[src/rtl/assert_macros.svh]
// Assertion macros used by the RTL file that carries checks.
// Depends on a clk and an active-low rst_n in the including scope.
`ifndef ASSERT_MACROS_SVH
`define ASSERT_MACROS_SVH
`define BPA_CHK_NEXT(lbl, ante, cons) \
  lbl: assert property (@(posedge clk) disable iff (!rst_n) (ante) |=> (cons)) \
    else $error("buddy allocator check failed");
`define BPA_CHK_SAME(lbl, ante, cons) \
  lbl: assert property (@(posedge clk) disable iff (!rst_n) (ante) |-> (cons)) \
    else $error("buddy allocator check failed");
`endif

[src/rtl/bpa_pkg.sv]
// Types, codes and constants of the buddy page allocator.
// Used by every module of the block; depends on nothing.
package bpa_pkg;
  localparam int OFFW       = 22;
  localparam int REQW       = 23;
  localparam int PAGEW      = 11;
  localparam int LVW        = 4;
  localparam int FUNCW      = 2;
  localparam int PAGE_SHIFT = 12;
  localparam int PAGE_BYTES = 1 << PAGE_SHIFT;
  localparam int PGW        = OFFW - PAGE_SHIFT;
  localparam int PCW        = REQW + 1 - PAGE_SHIFT;
  localparam logic [LVW-1:0] LEVEL_RESET = 4'd10;

  typedef enum logic [1:0] {
    FN_ALLOC  = 2'd0,
    FN_FREE   = 2'd1,
    FN_QPAGES = 2'd2,
    FN_QUSED  = 2'd3
  } func_t;

  typedef enum logic [1:0] {
    ND_UNUSED = 2'd0,
    ND_USED   = 2'd1,
    ND_SPLIT  = 2'd2,
    ND_FULL   = 2'd3
  } node_t;

  typedef enum logic [1:0] {
    ST_OK      = 2'd0,
    ST_NOSPACE = 2'd1,
    ST_RANGE   = 2'd2,
    ST_NOTBLK  = 2'd3
  } status_t;

  typedef enum logic [1:0] {
    IX_LEFT    = 2'd0,
    IX_RIGHT   = 2'd1,
    IX_PARENT  = 2'd2,
    IX_SIBLING = 2'd3
  } ix_op_t;

  typedef struct packed {
    logic  st_we;
    logic  ub_we;
    node_t st_data;
  } mem_wr_t;

  typedef struct packed {
    status_t           status;
    logic [OFFW-1:0]   block_offset;
    logic [PAGEW-1:0]  block_pages;
    logic [REQW-1:0]   used_bytes;
  } res_t;

  function automatic logic [LVW-1:0] ceil_log2(input logic [PCW-1:0] v);
    logic [LVW-1:0] r;
    r = '0;
    for (int i = 0; i < PCW; i++) begin
      if (v > (PCW'(1) << i)) r = LVW'(i + 1);
    end
    return r;
  endfunction
endpackage

[src/rtl/bpa_idx_unit.sv]
// Shared node index unit: child, parent and buddy of a tree node.
// Pure logic used by the sequencer each cycle; depends on bpa_pkg.
module bpa_idx_unit import bpa_pkg::*; #(
  parameter int AW = 11
) (
  input  logic [AW-1:0] idx,
  input  ix_op_t        op,
  output logic [AW-1:0] nxt
);
  logic [AW-1:0] left;

  assign left = {idx[AW-2:0], 1'b1};

  always_comb begin
    unique case (op)
      IX_LEFT:    nxt = left;
      IX_RIGHT:   nxt = left + AW'(1);
      IX_PARENT:  nxt = (idx - AW'(1)) >> 1;
      IX_SIBLING: nxt = idx[0] ? idx + AW'(1) : idx - AW'(1);
      default:    nxt = left;
    endcase
  end
endmodule

[config.mk]
export PLATFORM = sky130hd
export DESIGN_NAME = bpa_idx_unit
export DESIGN_NICKNAME = d
export VERILOG_FILES = /design/src/rtl/assert_macros.svh /design/src/rtl/bpa_pkg.sv /design/src/rtl/bpa_idx_unit.sv
export SDC_FILE = /design/constraint.sdc
export NUM_CORES = 1
export LEC_CHECK = 0
export BUFFER_PORTS_ARGS = -buffer_cell sky130_fd_sc_hd__buf_2
export CAP_MARGIN = 20
export CORE_MARGIN = 4
export CORE_UTILIZATION = 51
export DETAILED_ROUTE_END_ITERATION = 7
export PLACE_DENSITY_LB_ADDON = 0.08
export SLEW_MARGIN = 20
export SYNTH_ARGS = -nofsm -noshare
export SYNTH_HDL_FRONTEND = slang
export SYNTH_SLANG_ARGS = --single-unit
export TNS_END_PERCENT = 50
[constraint.sdc]
create_clock -name vclk -period 2.6
set_input_delay 0.39 -clock vclk [all_inputs]
set_output_delay 0.39 -clock vclk [all_outputs]
set_load 0.05 [all_outputs]
==> results.toml <==
[global_route]
grt_pass1_wl_um = 4181
grtUsageMet1_pct = 27.77
grt_usage_pct = 20.31
grt_overflow_total = 0
met2_usage_pct = 36.83
grt_util_met3_pct = 0.3012
grt_max_degree = 31
grt_pass1_vias = 973
gr-max-usage-layer = "met2"
antenna_found_initial = 0

[routing]
ant_nets = 0
vias = 1088
wl_per_cell_um = 14.30
viasPerCell = 6.182
wirelength_um = 2516
firstDrtPassIters = 4
drc = 0
first_iter_violations = 26

[place]
pre_cts_ws_ns = -0.1343
io_buffers = 24
hpwl_um = 1833
gp_congestion = 0.8706

[power]
peakVddDrop_v = 0.0001517
p_int_uw = 94.38
p_switching_uw = 161.2
switching_share_pct = 63.07
pwr-share-seq_pct = 0
clockPowerShare_pct = 0
powerDensity_nw_per_um2 = 215.7
power.leakage_uw = 0.0004492
combPwrFrac_pct = 100.0

[finish]
syn_to_final_growth_pct = 34.90
seq_cells = 0
nClkBuffers = 0
diodes = 0
layout.nets = 177
final_common_cell = "nand2_1"
regArea_um2 = 0
fin_util_pct = 76.00
nFillCells = 122
drive_gt1_share_pct = 34.38
final_cell_mix = "19 x nand2_1, 16 x buf_2, 15 x buf_4"

[worst_hold_path]
hold_path.class = "in -> out"
worstHoldStart = "idx[10]"

[yosys]
avgSynthCellArea_um2 = 6.411
yosys.cell_types.count = 45
ys_seq_area_share_pct = 0
syn_area_um2 = 878.3
synth_nets = 152
synthCells = 137
synth_warnings = 0

[sta]
setup_slack_ns = 0.02778
rsz0062_at_grt = "true"
slew_headroom_pct = 74.86
setup-violations-final = 0
finalCritPeriodShare_pct = 98.93
finalMaxSlewViolations = 0
tightestPinTransition_ns = 0.3758
max_freq_mhz = 388.8
period_needed_ns = 2.572
hold_viol = 0

[setup_path]
worstSetupPathType = "in -> out"
crit_fanout = 2
endpoint_kind = "output port"
critPathLaunchType = "input pin"
arrival_ns = 2.18
worstPathRequired_ns = 2.21
cp-startpoint = "idx[1]"

[floorplanning]
rows = 14
core_um2 = 1559
die_w_um = 49.50
initial_core_util_pct = 56.34
io_pins = 24
die_h_um = 49.50
dieArea_um2 = 2450

[clocking]
cts.hold.buffers_added = 0

[outcome]
status = "complete, no violations"

[flow_run]
max_cap_violations = 0
-- cell usage after synthesis, drive strengths merged, types with 2 or more instances --
library cell,number,area share [%]
and3,3,2.3
clkbuf,9,3.8
o22ai,3,2.8
nand2,19,8.1
o21ai,4,2.3
buf,6,5.1
or3,3,2.7
nor2,12,5.1
a21oi,4,2.3
o32a,3,3.4
xor2,4,4.0
a22oi,3,2.6
inv,5,2.1
nand2b,3,2.1
and2,2,1.4
o221ai,3,3.0
nor4,2,1.4
a31oi,3,2.1
ha,2,2.8
nand3b,2,1.7
nand3,4,2.3
nor3,6,3.4
xnor2,15,15
-- final timing paths --
kind                  endpoint  slack [ns]  cells past startpoint
worst min-delay path   nxt[10]        1.28                      4
worst max-delay path    nxt[6]        0.03                      9
-- metrics by stage --
| step | instance area [µm²] | hold slack [ns] | std cells | power, µW | setup TNS (ns) |
|---|---|---|---|---|---|
| global placement | 1105 | 1.298 | 174 | 232.8 | -0.2338 |
| detailed placement | 1105 | 1.309 | 174 | 236.0 | -0.4299 |
| CTS | 1125 | 1.314 | 174 | 244.1 | 0 |
| floorplan | 968.4 | 1.080 | 137 | 186.5 | -0.1431 |
| global route | 1185 | 1.309 | 176 | 274.0 | -0.04539 |
| finish | 1185 | 1.276 | 176 | 255.6 | 0 |
-- worst max-delay path: stages --
cell and delay, ns:
buf_6 0.10, inv_4 0.05, ha_4 0.12, or3b_4 0.38, or3_4 0.41, o22ai_4 0.15
xnor2_2 0.11, a221oi_4 0.28, buf_6 0.19
-- power groups by stage --
stage / clock (µW) / sequential (µW) / combinational, µW
2_1_floorplan: 0 / 0 / 186
3_3_place_gp: 0 / 0 / 233
3_5_place_dp: 0 / 0 / 236
4_1_cts: 0 / 0 / 244
5_1_grt: 0 / 0 / 274
6_report: 0 / 0 / 256
-- what timing repair did --
action	in CTS	in global routing
buffers inserted	0	2
pin swaps	1	6
gates cloned	0	0
hold endpoints to repair	0	0
resized for setup	8	12
setup endpoints to repair	6	7
-- final cells by class --
class / count / area (µm²) / share of cell area (%)
Multi-Input combinational cell: 117 / 868.3 / 73.28
Tap cell: 16 / 20.02 / 1.690
Inverter: 5 / 28.78 / 2.429
Timing Repair Buffer: 38 / 267.8 / 22.60
-- metal layers --
layer | part of all wire [%] | up-vias
li1 | - | 550
met1 | 46 | 504
met4 | 0 | 0
met5 | 0 | -
met3 | 4.6 | 0
met2 | 49 | 34
-- logic make-up after synthesis --
group	synth area share, %
simple gates	36.18
compound gates	28.49
mux	2.422
xor+xnor	18.95
fa+ha+maj	2.849
buf+inv	11.11
No activity file was read; power rests on OpenSTA's default activity.
