===== config.mk =====
export PLATFORM = sky130hd
export DESIGN_NAME = bpa_ctrl
export DESIGN_NICKNAME = d
export VERILOG_FILES = /design/src/rtl/assert_macros.svh /design/src/rtl/bpa_pkg.sv /design/src/rtl/bpa_ctrl.sv
export SDC_FILE = /design/constraint.sdc
export NUM_CORES = 1
export LEC_CHECK = 0
export ABC_AREA = 1
export BUFFER_PORTS_ARGS = -buffer_cell sky130_fd_sc_hd__buf_2
export CORE_ASPECT_RATIO = 0.6
export CORE_UTILIZATION = 45
export DETAILED_ROUTE_END_ITERATION = 16
export GPL_ROUTABILITY_DRIVEN = 0
export MAX_ROUTING_LAYER = met4
export PLACE_DENSITY = 0.66
export RECOVER_POWER = 50
export SYNTH_ARGS = -nofsm -noshare
export SYNTH_HDL_FRONTEND = slang
export SYNTH_SLANG_ARGS = --single-unit

===== constraint.sdc =====
create_clock -name clk -period 6.15 [get_ports clk]
set_clock_uncertainty 0.05 [all_clocks]
set_input_delay 0.615 -clock clk [delete_from_list [all_inputs] [get_ports clk]]
set_output_delay 0.615 -clock clk [all_outputs]
set_load 0.02 [all_outputs]

===== src/rtl/assert_macros.svh =====
// Assertion macros used by the RTL file that carries checks.
// Depends on a clk and an active-low rst_n in the including scope.
`ifndef ASSERT_MACROS_SVH
`define ASSERT_MACROS_SVH
`define BPA_CHK_NEXT(lbl, ante, cons) \
  lbl: assert property (@(posedge clk) disable iff (!rst_n) (ante) |=> (cons)) \
    else $error("buddy allocator check failed");
`define BPA_CHK_SAME(lbl, ante, cons) \
  lbl: assert property (@(posedge clk) disable iff (!rst_n) (ante) |-> (cons)) \
    else $error("buddy allocator check failed");
`endif


===== src/rtl/bpa_pkg.sv =====
// Types, codes and constants of the buddy page allocator.
// Used by every module of the block; depends on nothing.
package bpa_pkg;
  localparam int OFFW       = 22;
  localparam int REQW       = 23;
  localparam int PAGEW      = 11;
  localparam int LVW        = 4;
  localparam int FUNCW      = 2;
  localparam int PAGE_SHIFT = 12;
  localparam int PAGE_BYTES = 1 << PAGE_SHIFT;
  localparam int PGW        = OFFW - PAGE_SHIFT;
  localparam int PCW        = REQW + 1 - PAGE_SHIFT;
  localparam logic [LVW-1:0] LEVEL_RESET = 4'd10;

  typedef enum logic [1:0] {
    FN_ALLOC  = 2'd0,
    FN_FREE   = 2'd1,
    FN_QPAGES = 2'd2,
    FN_QUSED  = 2'd3
  } func_t;

  typedef enum logic [1:0] {
    ND_UNUSED = 2'd0,
    ND_USED   = 2'd1,
    ND_SPLIT  = 2'd2,
    ND_FULL   = 2'd3
  } node_t;

  typedef enum logic [1:0] {
    ST_OK      = 2'd0,
    ST_NOSPACE = 2'd1,
    ST_RANGE   = 2'd2,
    ST_NOTBLK  = 2'd3
  } status_t;

  typedef enum logic [1:0] {
    IX_LEFT    = 2'd0,
    IX_RIGHT   = 2'd1,
    IX_PARENT  = 2'd2,
    IX_SIBLING = 2'd3
  } ix_op_t;

  typedef struct packed {
    logic  st_we;
    logic  ub_we;
    node_t st_data;
  } mem_wr_t;

  typedef struct packed {
    status_t           status;
    logic [OFFW-1:0]   block_offset;
    logic [PAGEW-1:0]  block_pages;
    logic [REQW-1:0]   used_bytes;
  } res_t;

  function automatic logic [LVW-1:0] ceil_log2(input logic [PCW-1:0] v);
    logic [LVW-1:0] r;
    r = '0;
    for (int i = 0; i < PCW; i++) begin
      if (v > (PCW'(1) << i)) r = LVW'(i + 1);
    end
    return r;
  endfunction
endpackage


===== src/rtl/bpa_ctrl.sv =====
// Sequencer of the buddy allocator: clear pass, search, walk, mark and merge.
// Drives the node stores and the index unit; depends on bpa_pkg.
module bpa_ctrl import bpa_pkg::*; #(
  parameter int TREE_LEVELS = 10
) (
  input  logic                 clk,
  input  logic                 rst_n,
  input  logic                 in_valid,
  output logic                 in_stall,
  input  logic [FUNCW-1:0]     in_func,
  input  logic [REQW-1:0]      in_req_bytes,
  input  logic [OFFW-1:0]      in_offset,
  input  logic [LVW-1:0]       level,
  input  logic                 cfg_we,
  output logic                 res_valid,
  output res_t                 res,
  input  logic                 res_taken,
  output ix_op_t               ix_op,
  output logic [TREE_LEVELS:0] ix_idx,
  input  logic [TREE_LEVELS:0] ix_nxt,
  output logic [TREE_LEVELS:0] rd_addr,
  output logic [TREE_LEVELS:0] wr_addr,
  output mem_wr_t              wr,
  output logic [REQW-1:0]      ub_wdata,
  input  node_t                st_rd,
  input  logic [REQW-1:0]      ub_rd
);
  localparam int AW = TREE_LEVELS + 1;
  localparam logic [AW-1:0] LAST = AW'((2 ** AW) - 2);

  typedef enum logic [20:0] {
    S_CLEAR   = 21'h000001,
    S_IDLE    = 21'h000002,
    S_A_RD    = 21'h000004,
    S_A_EV    = 21'h000008,
    S_A_BT    = 21'h000010,
    S_A_FRESH = 21'h000020,
    S_A_DOWN  = 21'h000040,
    S_M_CHK   = 21'h000080,
    S_M_RD    = 21'h000100,
    S_M_EV    = 21'h000200,
    S_L_RD    = 21'h000400,
    S_L_EV    = 21'h000800,
    S_U_RD    = 21'h001000,
    S_U_EV    = 21'h002000,
    S_F_CHK   = 21'h004000,
    S_F_RD    = 21'h008000,
    S_F_EV    = 21'h010000,
    S_F_UP    = 21'h020000,
    S_F_RD2   = 21'h040000,
    S_F_EV2   = 21'h080000,
    S_RESP    = 21'h100000
  } state_t;

  state_t                 state_r, state_nxt;
  logic [AW-1:0]          idx_r, idx_nxt;
  logic [AW-1:0]          ptr_r, ptr_nxt;
  logic [LVW-1:0]         d_r, d_nxt;
  logic [LVW-1:0]         tgt_r, tgt_nxt;
  logic [LVW-1:0]         lg_r, lg_nxt;
  func_t                  func_r, func_nxt;
  logic [REQW-1:0]        req_r, req_nxt;
  logic [TREE_LEVELS-1:0] pg_r, pg_nxt;
  res_t                   res_r, res_nxt;

  logic [LVW-1:0]             lev, rem, lg_in;
  logic [REQW:0]              page_sum;
  logic [PGW-1:0]             pg_full;
  logic [PGW+TREE_LEVELS-1:0] pg_wide;
  logic [TREE_LEVELS:0]       low_mask;
  logic [TREE_LEVELS-1:0]     pg_sh;
  logic [(2**LVW)-1:0]        pw_rem, pw_lg;
  logic [AW-1:0]              fnd_idx, first, pidx;
  logic [AW+OFFW-1:0]         boff_w;

  assign lev      = (level > TREE_LEVELS) ? LVW'(TREE_LEVELS) : level;
  assign rem      = lev - d_r;
  assign page_sum = (REQW+1)'(in_req_bytes) + (REQW+1)'(PAGE_BYTES - 1);
  assign lg_in    = ceil_log2(page_sum[REQW:PAGE_SHIFT]);
  assign pg_full  = in_offset[OFFW-1:PAGE_SHIFT];
  assign pg_wide  = (PGW+TREE_LEVELS)'(pg_full);
  assign low_mask = ((TREE_LEVELS+1)'(1) << rem) - (TREE_LEVELS+1)'(1);
  assign pg_sh    = pg_r >> LVW'(rem - 1'b1);
  assign pw_rem   = (2**LVW)'(1) << rem;
  assign pw_lg    = (2**LVW)'(1) << lg_r;
  assign first    = fnd_idx + AW'(1) - (AW'(1) << tgt_r);
  assign pidx     = first << lg_r;
  assign boff_w   = (AW+OFFW)'(pidx) << PAGE_SHIFT;

  assign ix_idx    = idx_r;
  assign in_stall  = (state_r != S_IDLE);
  assign res_valid = (state_r == S_RESP);
  assign res       = res_r;
  assign ub_wdata  = req_r;
  assign rd_addr   = (state_r == S_M_RD || state_r == S_F_RD) ? ptr_r : idx_r;

  always_comb begin
    state_nxt = state_r;
    idx_nxt   = idx_r;
    ptr_nxt   = ptr_r;
    d_nxt     = d_r;
    tgt_nxt   = tgt_r;
    lg_nxt    = lg_r;
    func_nxt  = func_r;
    req_nxt   = req_r;
    pg_nxt    = pg_r;
    res_nxt   = res_r;
    ix_op     = IX_LEFT;
    wr        = '{st_we: 1'b0, ub_we: 1'b0, st_data: ND_UNUSED};
    wr_addr   = idx_r;
    fnd_idx   = idx_r;
    if (state_r == S_A_DOWN) fnd_idx = ix_nxt;
    unique case (state_r)
      S_CLEAR: begin
        wr.st_we = 1'b1;
        if (idx_r == LAST) state_nxt = S_IDLE;
        else idx_nxt = idx_r + AW'(1);
      end
      S_IDLE: begin
        if (in_valid) begin
          func_nxt = func_t'(in_func);
          req_nxt  = in_req_bytes;
          pg_nxt   = pg_wide[TREE_LEVELS-1:0];
          idx_nxt  = '0;
          d_nxt    = '0;
          lg_nxt   = lg_in;
          tgt_nxt  = lev - lg_in;
          res_nxt  = '{status: ST_OK, default: '0};
          if (func_t'(in_func) == FN_ALLOC) begin
            if (lg_in > lev) begin
              res_nxt.status = ST_NOSPACE;
              state_nxt      = S_RESP;
            end else begin
              state_nxt = S_A_RD;
            end
          end else if ((pg_full >> lev) != '0) begin
            res_nxt.status = ST_RANGE;
            state_nxt      = S_RESP;
          end else begin
            state_nxt = S_L_RD;
          end
        end
      end
      S_A_RD: state_nxt = S_A_EV;
      S_A_EV: begin
        if (d_r == tgt_r) begin
          if (st_rd == ND_UNUSED) begin
            wr        = '{st_we: 1'b1, ub_we: 1'b1, st_data: ND_USED};
            state_nxt = S_M_CHK;
          end else begin
            state_nxt = S_A_BT;
          end
        end else if (st_rd == ND_USED || st_rd == ND_FULL) begin
          state_nxt = S_A_BT;
        end else if (st_rd == ND_SPLIT) begin
          ix_op     = IX_LEFT;
          idx_nxt   = ix_nxt;
          d_nxt     = d_r + 1'b1;
          state_nxt = S_A_RD;
        end else begin
          wr        = '{st_we: 1'b1, ub_we: 1'b0, st_data: ND_SPLIT};
          state_nxt = S_A_FRESH;
        end
      end
      S_A_BT: begin
        if (idx_r == '0) begin
          res_nxt.status = ST_NOSPACE;
          state_nxt      = S_RESP;
        end else if (idx_r[0]) begin
          ix_op     = IX_SIBLING;
          idx_nxt   = ix_nxt;
          state_nxt = S_A_RD;
        end else begin
          ix_op   = IX_PARENT;
          idx_nxt = ix_nxt;
          d_nxt   = d_r - 1'b1;
        end
      end
      S_A_FRESH: begin
        ix_op     = IX_RIGHT;
        wr        = '{st_we: 1'b1, ub_we: 1'b0, st_data: ND_UNUSED};
        wr_addr   = ix_nxt;
        state_nxt = S_A_DOWN;
      end
      S_A_DOWN: begin
        ix_op   = IX_LEFT;
        idx_nxt = ix_nxt;
        d_nxt   = d_r + 1'b1;
        wr_addr = ix_nxt;
        if (LVW'(d_r + 1'b1) == tgt_r) begin
          wr        = '{st_we: 1'b1, ub_we: 1'b1, st_data: ND_USED};
          state_nxt = S_M_CHK;
        end else begin
          wr        = '{st_we: 1'b1, ub_we: 1'b0, st_data: ND_SPLIT};
          state_nxt = S_A_FRESH;
        end
      end
      S_M_CHK: begin
        if (idx_r == '0) begin
          state_nxt = S_RESP;
        end else begin
          ix_op     = IX_SIBLING;
          ptr_nxt   = ix_nxt;
          state_nxt = S_M_RD;
        end
      end
      S_M_RD: state_nxt = S_M_EV;
      S_M_EV: begin
        if (st_rd == ND_USED || st_rd == ND_FULL) begin
          ix_op     = IX_PARENT;
          idx_nxt   = ix_nxt;
          wr        = '{st_we: 1'b1, ub_we: 1'b0, st_data: ND_FULL};
          wr_addr   = ix_nxt;
          state_nxt = S_M_CHK;
        end else begin
          state_nxt = S_RESP;
        end
      end
      S_L_RD: state_nxt = S_L_EV;
      S_L_EV: begin
        if (st_rd == ND_USED) begin
          if ((pg_r & low_mask[TREE_LEVELS-1:0]) != '0) begin
            res_nxt.status = ST_NOTBLK;
            state_nxt      = S_RESP;
          end else begin
            unique case (func_r)
              FN_FREE:   state_nxt = S_F_CHK;
              FN_QPAGES: begin
                res_nxt.block_pages = pw_rem[PAGEW-1:0];
                state_nxt           = S_RESP;
              end
              FN_QUSED:  state_nxt = S_U_RD;
              default:   state_nxt = S_RESP;
            endcase
          end
        end else if (st_rd == ND_UNUSED || d_r >= lev) begin
          res_nxt.status = ST_NOTBLK;
          state_nxt      = S_RESP;
        end else begin
          ix_op     = pg_sh[0] ? IX_RIGHT : IX_LEFT;
          idx_nxt   = ix_nxt;
          d_nxt     = d_r + 1'b1;
          state_nxt = S_L_RD;
        end
      end
      S_U_RD: state_nxt = S_U_EV;
      S_U_EV: begin
        res_nxt.used_bytes = ub_rd;
        state_nxt          = S_RESP;
      end
      S_F_CHK: begin
        if (idx_r == '0) begin
          wr        = '{st_we: 1'b1, ub_we: 1'b0, st_data: ND_UNUSED};
          state_nxt = S_RESP;
        end else begin
          ix_op     = IX_SIBLING;
          ptr_nxt   = ix_nxt;
          state_nxt = S_F_RD;
        end
      end
      S_F_RD: state_nxt = S_F_EV;
      S_F_EV: begin
        if (st_rd == ND_UNUSED) begin
          ix_op     = IX_PARENT;
          idx_nxt   = ix_nxt;
          state_nxt = S_F_CHK;
        end else begin
          wr        = '{st_we: 1'b1, ub_we: 1'b0, st_data: ND_UNUSED};
          state_nxt = S_F_UP;
        end
      end
      S_F_UP: begin
        if (idx_r == '0) begin
          state_nxt = S_RESP;
        end else begin
          ix_op     = IX_PARENT;
          idx_nxt   = ix_nxt;
          state_nxt = S_F_RD2;
        end
      end
      S_F_RD2: state_nxt = S_F_EV2;
      S_F_EV2: begin
        if (st_rd == ND_FULL) begin
          wr        = '{st_we: 1'b1, ub_we: 1'b0, st_data: ND_SPLIT};
          state_nxt = S_F_UP;
        end else begin
          state_nxt = S_RESP;
        end
      end
      S_RESP: begin
        if (res_taken) state_nxt = S_IDLE;
      end
      default: state_nxt = S_IDLE;
    endcase
    if (wr.ub_we) begin
      idx_nxt              = fnd_idx;
      res_nxt.block_offset = boff_w[OFFW-1:0];
      res_nxt.block_pages  = pw_lg[PAGEW-1:0];
    end
    if (cfg_we) begin
      state_nxt = S_CLEAR;
      idx_nxt   = '0;
    end
  end

  always_ff @(posedge clk) begin
    if (!rst_n) begin
      state_r <= S_CLEAR;
      idx_r   <= '0;
    end else begin
      state_r <= state_nxt;
      idx_r   <= idx_nxt;
    end
  end

  always_ff @(posedge clk) begin
    ptr_r  <= ptr_nxt;
    d_r    <= d_nxt;
    tgt_r  <= tgt_nxt;
    lg_r   <= lg_nxt;
    func_r <= func_nxt;
    req_r  <= req_nxt;
    pg_r   <= pg_nxt;
    res_r  <= res_nxt;
  end
endmodule


==> impl_metrics.toml, run 1 <==
[outcome]
outcome = "finished with violations"
violations = "capacitance limit, slew limit"

[clock_tree]
insertion_delay_ns = 0.44
htreeDepth = 4
clk_pin_slew_ns = 0.06
cts_tree = "yes"
cts_resized = 0
cts-root-buf = "clkbuf_16"
cts_buffers = 17
cts_hold_buf = 0
clockBufferDepth = 2
cts_sinks = 136
post_cts_buffers = 0

[detailed_routing]
detail_route.first_pass.iterations = 6
routed_via_density = 5.339
drt_iter0_drc = 1028
drc = 0
drtAntennaViolNets = 0
routed_wirelength_mm = 29.34
wl_per_cell_microns = 16.63
vias = 9418

[final_layout]
multi_input_area_sq_mm = 0.004815
fin_nets = 1608
utilization_pct = 54.74
seqCellArea_sq_mm = 0.003764
fillers = 2031
post_route_cells_drive_above_1_share_pct = 11.14
area_growth_syn_to_layout_pct = 16.85
fin_cells = 1764

[synthesis]
synth_cell_type_count = 60
yosys_warnings = 0
seq_area_frac_synth_pct = 39.44
synth_top_family_by_area = "simple AND/OR/NAND/NOR gates"
synth_top_area_cell = "edfxtp_1"
ys.flop_type = "edfxtp_1"
synth_top_area_share_pct = 32.73
synth_compound_area_share_pct = 10.93
syn_avg_cell_area_sq_um = 7.461
synthAdderAreaFrac_pct = 5.349
synth_mux_area_share_pct = 0.2360
ys_seq_elements = 136
synthSimpleGateAreaFrac_pct = 31.56
syn_area_sq_mm = 0.009543
syn_inst = 1279
yosys.area_share.xor_xnor_pct = 2.373
async_flop_share_pct = 0
synth-edff-count = 104
ys_top_cells_by_area = "edfxtp_1 (33%), nand2_1 (11%), inv_1 (7.8%), dfxtp_1 (6.7%), nor2_1 (6.7%)"

[setup_path]
critPathArrivalTime_ns = 4.88
max_stage_delay_ns = 0.59
path_class = "register to register"
critPathCaptureType = "register"
path_cells = "nor2_1 -> inv_2 -> nor2_2 -> nand2_1 -> inv_2 -> nand3_1 -> o21ai_0 -> ha_1 -> inv_1 -> ha_1 -> fa_1 -> nand3_1 -> nand2_1 -> nand2_1 -> nand2_1 -> nand2_1 -> nand2_1 -> or2_2 -> nand3_1 -> o21ai_0 -> a21boi_0 -> o211ai_1 -> nand2_1 -> inv_1"
start_kind = "register"
path_common_cell = "nand2_1"
startpoint = "state_r[16]$_SDFFE_PP0P_"
crit_fanout = 16
r2r-start = "state_r[16]$_SDFFE_PP0P_"
required_ns = 6.29
cp_slowest_cell = "o21ai_0"

[timing]
rsz0062_at_grt = "no"
hold_viol = 0
setup_viol = 0
max_freq_ghz = 0.2110
finalCritPeriodShare_pct = 77.07
max_slew_margin_pct = -61.14
worst_pin_slew_ns = 2.417
setup_tns_ns = 0
final_max_slew_viol_count = 52
whs_ns = 0.3232
finalCriticalPeriod_ns = 4.740

[min_path]
hold_path.class = "input port to register"
min_from = "in_offset[19]"

[global_route]
grt_pass1_wl_mm = 44.77
grt_max_degree = 44
grt_antenna_before_repair = 1
grt-ovfl-total = 0
track_usage_pct = 27.74
grt_pass1_vias = 8262

[floorplan]
fp-row-count = 40
ioPinCount = 214
die_w_microns = 190
die_y_microns = 114.8
core_sq_mm = 0.02037
die_area_sq_mm = 0.02181
start_util_pct = 46.85

[power_and_ir_drop]
ir_worst_vdd_mv = 0.2012
finalPower_w = 0.002245
power_per_cell_area_mw_per_mm2 = 201.3
p_leak_nw = 5.076

[placement]
numPortBuffers = 189
post-dp-hpwl_mm = 22.82
place_inst = 1731

[job]
maxCapViolations = 2
-- synthesized netlist by cell type, drive strengths merged, types with 5 or more instances --
cell type / n
a21oi: 48
a221o: 6
a31oi: 7
buf: 14
clkbuf: 13
dfxtp: 32
edfxtp: 104
ha: 36
inv: 213
nand2: 289
nand3: 95
nand4: 17
nor2: 192
nor3: 38
nor4: 13
o211ai: 5
o21ai: 63
o22ai: 20
or2: 7
xnor2: 7
xor2: 18
-- sequential cells by signal, indices dropped and copies added, names as in the netlist, named ones only --
register,cells
res,46
pg_r,10
ix_idx,10
func_r,2
tgt_r,4
d_r,4
state_r,21
ptr_r,11
lg_r,4
ub_wdata,23
-- placed cells by master (no fill, tap or decap), types with 17 or more instances in the layout --
cell       Yosys  routed
xor2_1        17      17
edfxtp_1     104     104
nand3_1       89      89
o22ai_1       20      20
clkbuf_16      0      17
clkbuf_1      13     129
nand4_1       17      17
ha_1          36      36
inv_1        199     199
nor3_1        32      34
a21oi_1       44      44
nand2_1      278     280
dfxtp_1       32      32
buf_2          2      64
o21ai_0       51      51
nor2_1       170     172
-- critical path: cells and delay by family (launching register included) --
kind | cells | cell delay (ns)
simple gates | 13 | 1.84
compound gates | 4 | 1.02
buf+inv | 4 | 0.42
fa+ha+maj | 3 | 0.83
flops | 1 | 0.32
-- where the power goes --
group / internal (W) / switching, W / total (W)
sequential: 0.000983 / 0.00000134 / 0.000984
clock: 0.000635 / 0.000424 / 0.00106
combinational: 0.0000646 / 0.000137 / 0.000201
total: 0.00168 / 0.000562 / 0.00224
-- final timing paths --
path | endpoint | slack, ns | cells after the start
worst max register to register | res[55]$_SDFFCE_PN0P_ | 1.41 | 24
worst max-delay path | res[55]$_SDFFCE_PN0P_ | 1.41 | 24
worst min-delay path | pg_r[7]$_DFFE_PP_ | 0.32 | 1
worst min register to register | state_r[11]$_SDFFE_PP0P_ | 0.48 | 2
-- metrics by stage --
step           setup WS [ns]  cell area (sq um)
6_report               1.410              11150
5_1_grt               0.9977              11150
4_1_cts                1.641              11360
3_5_place_dp           1.178              10780
3_3_place_gp           1.270              10780
2_1_floorplan          2.279               9584
-- cells by family (layout without fill, tap and decap cells) --
logic type	after synthesis	in the layout
DFF	136	136
adders and majority gates	39	39
muxes	2	2
and+or+nand+nor	659	659
buffers and inverters	243	443
other	1	13
AOI/OAI and AO/OA	174	174
xor gates and xnor gates	25	25
-- per-layer routing --
layer  vias up  wire (microns)  GRT usage (%)
met4         0             267          6.613
met1      4329           14710          42.66
met3        21            3213          7.875
li1       4624               -              -
met5         -               0              -
met2       444           11150          34.38
-- area by class of cell --
| type | instances | share of cell area, % |
|---|---|---|
| Timing Repair Buffer | 195 | 7.417 |
| Multi-Input combinational cell | 911 | 43.18 |
| Sequential cell | 136 | 33.75 |
| Inverter | 216 | 7.282 |
| Clock buffer | 19 | 3.882 |
| Clock inverter | 13 | 1.403 |
| Tap cell | 273 | 3.063 |
| Antenna cell | 1 | 0.02244 |
(Power assumes the default switching activity.)
==> inputs of run 2 (changes only) <==
- clock period: 6.15 -> 4.8 ns (I/O delays scaled with it)
==> run 2 against run 1 <==
Compared with the run above:
- the flow now finishes without violations
- global-route usage shrank 0.24 points
- sequential power increased by 28%
- critical path depth decreased by 1
- sequential share of layout area decreased by 0.24 points
- utilization rose by 0.39 points
- clock-buffer cell count unchanged
- fmax rose by 9.2%
- wire length is 0.64% lower
- flip-flop and latch count is the same
- via count is 1.4% higher
- cell area rose by 0.71%
- combinational power rose by 27%
- largest cell class unchanged
==> impl_metrics.toml, run 2 (synthesis gave the netlist of run 1 again) <==
[timing]
final_max_slew_viol_count = 0
rsz0062_at_grt = "no"
setup_tns_ns = 0
finalCriticalPeriod_ns = 4.340
postLayoutSetupSlackWorst_ns = 0.4601
worst_pin_slew_ns = 1.278
max_freq_ghz = 0.2304
hold_viol = 0
finalCritPeriodShare_pct = 90.41
setup_viol = 0
max_slew_margin_pct = 14.79

[clock_tree]
cts_tree = "yes"
cts_resized = 0
cts-root-buf = "clkbuf_16"
clockBufferDepth = 2
cts_sinks = 136
insertion_delay_ns = 0.44
post_cts_buffers = 0
cts_hold_buf = 0
cts_buffers = 17
clk_pin_slew_ns = 0.06
htreeDepth = 4

[power_and_ir_drop]
ir_worst_vdd_mv = 0.2580
p_leak_nw = 5.117
power_per_cell_area_mw_per_mm2 = 260.0

[setup_path]
regToRegSetupSlack_ns = 0.46
required_ns = 4.94
reg2regPathDepth = 23
path_class = "register to register"
r2r_end = "res[55]$_SDFFCE_PN0P_"
r2r-start = "state_r[16]$_SDFFE_PP0P_"
start_kind = "register"
critPathArrivalTime_ns = 4.48
critPathCaptureType = "register"
crit_fanout = 9

[detailed_routing]
wl_per_cell_microns = 16.48
routed_via_density = 5.399
routed_wirelength_mm = 29.15
drtAntennaViolNets = 0
drc = 0
drt_iter0_drc = 1001
detail_route.first_pass.iterations = 8
vias = 9550

[global_route]
grt.met1_usage_pct = 42.50
grt_pass1_vias = 8295
grt_pass1_wl_mm = 44.66
busiest_layer = "met1"
grt_antenna_before_repair = 0
grt-ovfl-total = 0
grt_util_met3_pct = 7.387
grtUsageMet2_pct = 34.21
grt_max_degree = 30
track_usage_pct = 27.50

[final_layout]
final_common_cell = "nand2_1"
utilization_pct = 55.13
fin_nets = 1614
fin_cells = 1769
num_antenna_cells = 0
area_growth_syn_to_layout_pct = 17.67
post_route_cells_drive_above_1_share_pct = 11.23
largest_register_ffs = 46
fillers = 2016
layout_common_cells = "nand2_1 (279), inv_1 (200), nor2_1 (174), clkbuf_1 (129), edfxtp_1 (104)"

[placement]
numPortBuffers = 189
post-dp-hpwl_mm = 22.93
pre_cts_ws_ns = 0.3280
place_inst = 1737

[job]
maxCapViolations = 0

[min_path]
hold_path_end = "pg_r[7]$_DFFE_PP_"
hold_path.class = "input port to register"
min_from = "in_offset[19]"
whs_path_depth = 1

[floorplan]
die_w_microns = 190
die_area_sq_mm = 0.02181
core_sq_mm = 0.02037
ioPinCount = 214
die_y_microns = 114.8
start_util_pct = 46.85
fp-row-count = 40

[outcome]
outcome = "completed"
==> run 2: changes by cell type in the layout (fill, tap and decap cells not counted), sizes merged <==
cell / previous run / this run
buf: 68 / 74
diode: 1 / 0
bufinv: 3 / 4
clkinv: 11 / 10
==> run 2: worst max path at each step <==
stage / startpoint / to / slack (ns) / depth (start not counted)
detailed placement: level[0] / res[32]$_DFFE_PP_ / 0.33 / 23
floorplan: level[0] / res[23]$_DFFE_PP_ / 1.06 / 21
global route: state_r[16]$_SDFFE_PP0P_ / res[55]$_SDFFCE_PN0P_ / 0.09 / 24
CTS: state_r[16]$_SDFFE_PP0P_ / res[55]$_SDFFCE_PN0P_ / 0.57 / 24
finish: state_r[16]$_SDFFE_PP0P_ / res[55]$_SDFFCE_PN0P_ / 0.46 / 23
global placement: level[0] / res[31]$_DFFE_PP_ / 0.46 / 23
==> run 2: area by class of cell <==
| class | count | area, sq um | share of cell area, % |
|---|---|---|---|
| clock buffer | 19 | 432.9 | 3.855 |
| clock inverter | 13 | 178.9 | 1.593 |
| inverter | 216 | 812.0 | 7.231 |
| multi-input combinational | 911 | 4828 | 43.00 |
| sequential | 136 | 3764 | 33.52 |
| tap | 273 | 341.6 | 3.042 |
| timing repair buffer | 201 | 872.1 | 7.766 |
==> run 2: worst max-delay path: stages, from the launching register on <==
cell and delay, ns:
dfxtp_1 0.32, nor2_1 0.12, inv_2 0.06, nor2_1 0.17, nand2_4 0.16, inv_2 0.18
nand3_1 0.38, buf_4 0.32, o21ai_0 0.29, ha_1 0.29, ha_1 0.35, a21oi_1 0.21
nand2_1 0.07, nand2_1 0.08, nand2_1 0.05, nand2_1 0.05, nand2_1 0.05, or2_2 0.28
nand3_1 0.06, o21ai_0 0.11, a21boi_0 0.19, o211ai_1 0.11, nand2_1 0.07, inv_1 0.03
==> run 2: power breakdown <==
| group | switching, W | total [W] | internal, W |
|---|---|---|---|
| Combinational | 0.000173 | 0.000256 | 0.0000836 |
| Clock | 0.000537 | 0.00140 | 0.000865 |
| Sequential | 0.00000178 | 0.00126 | 0.00126 |
| Total | 0.000712 | 0.00292 | 0.00221 |
==> run 2: through the flow <==
step	hold slack [ns]	area (sq um)	total power, W
2_1_floorplan	0.4371	9584	0.001455
3_3_place_gp	0.4754	10820	0.001538
3_5_place_dp	0.4782	10820	0.001541
4_1_cts	0.1717	11430	0.002931
5_1_grt	0.1780	11230	0.003008
6_report	0.1868	11230	0.002920
==> run 2: per-layer routing <==
metal,part of all wire (%),up-vias
met3,11,33
met4,1.2,0
met2,38,478
li1,-,4627
met5,0,-
met1,50,4412
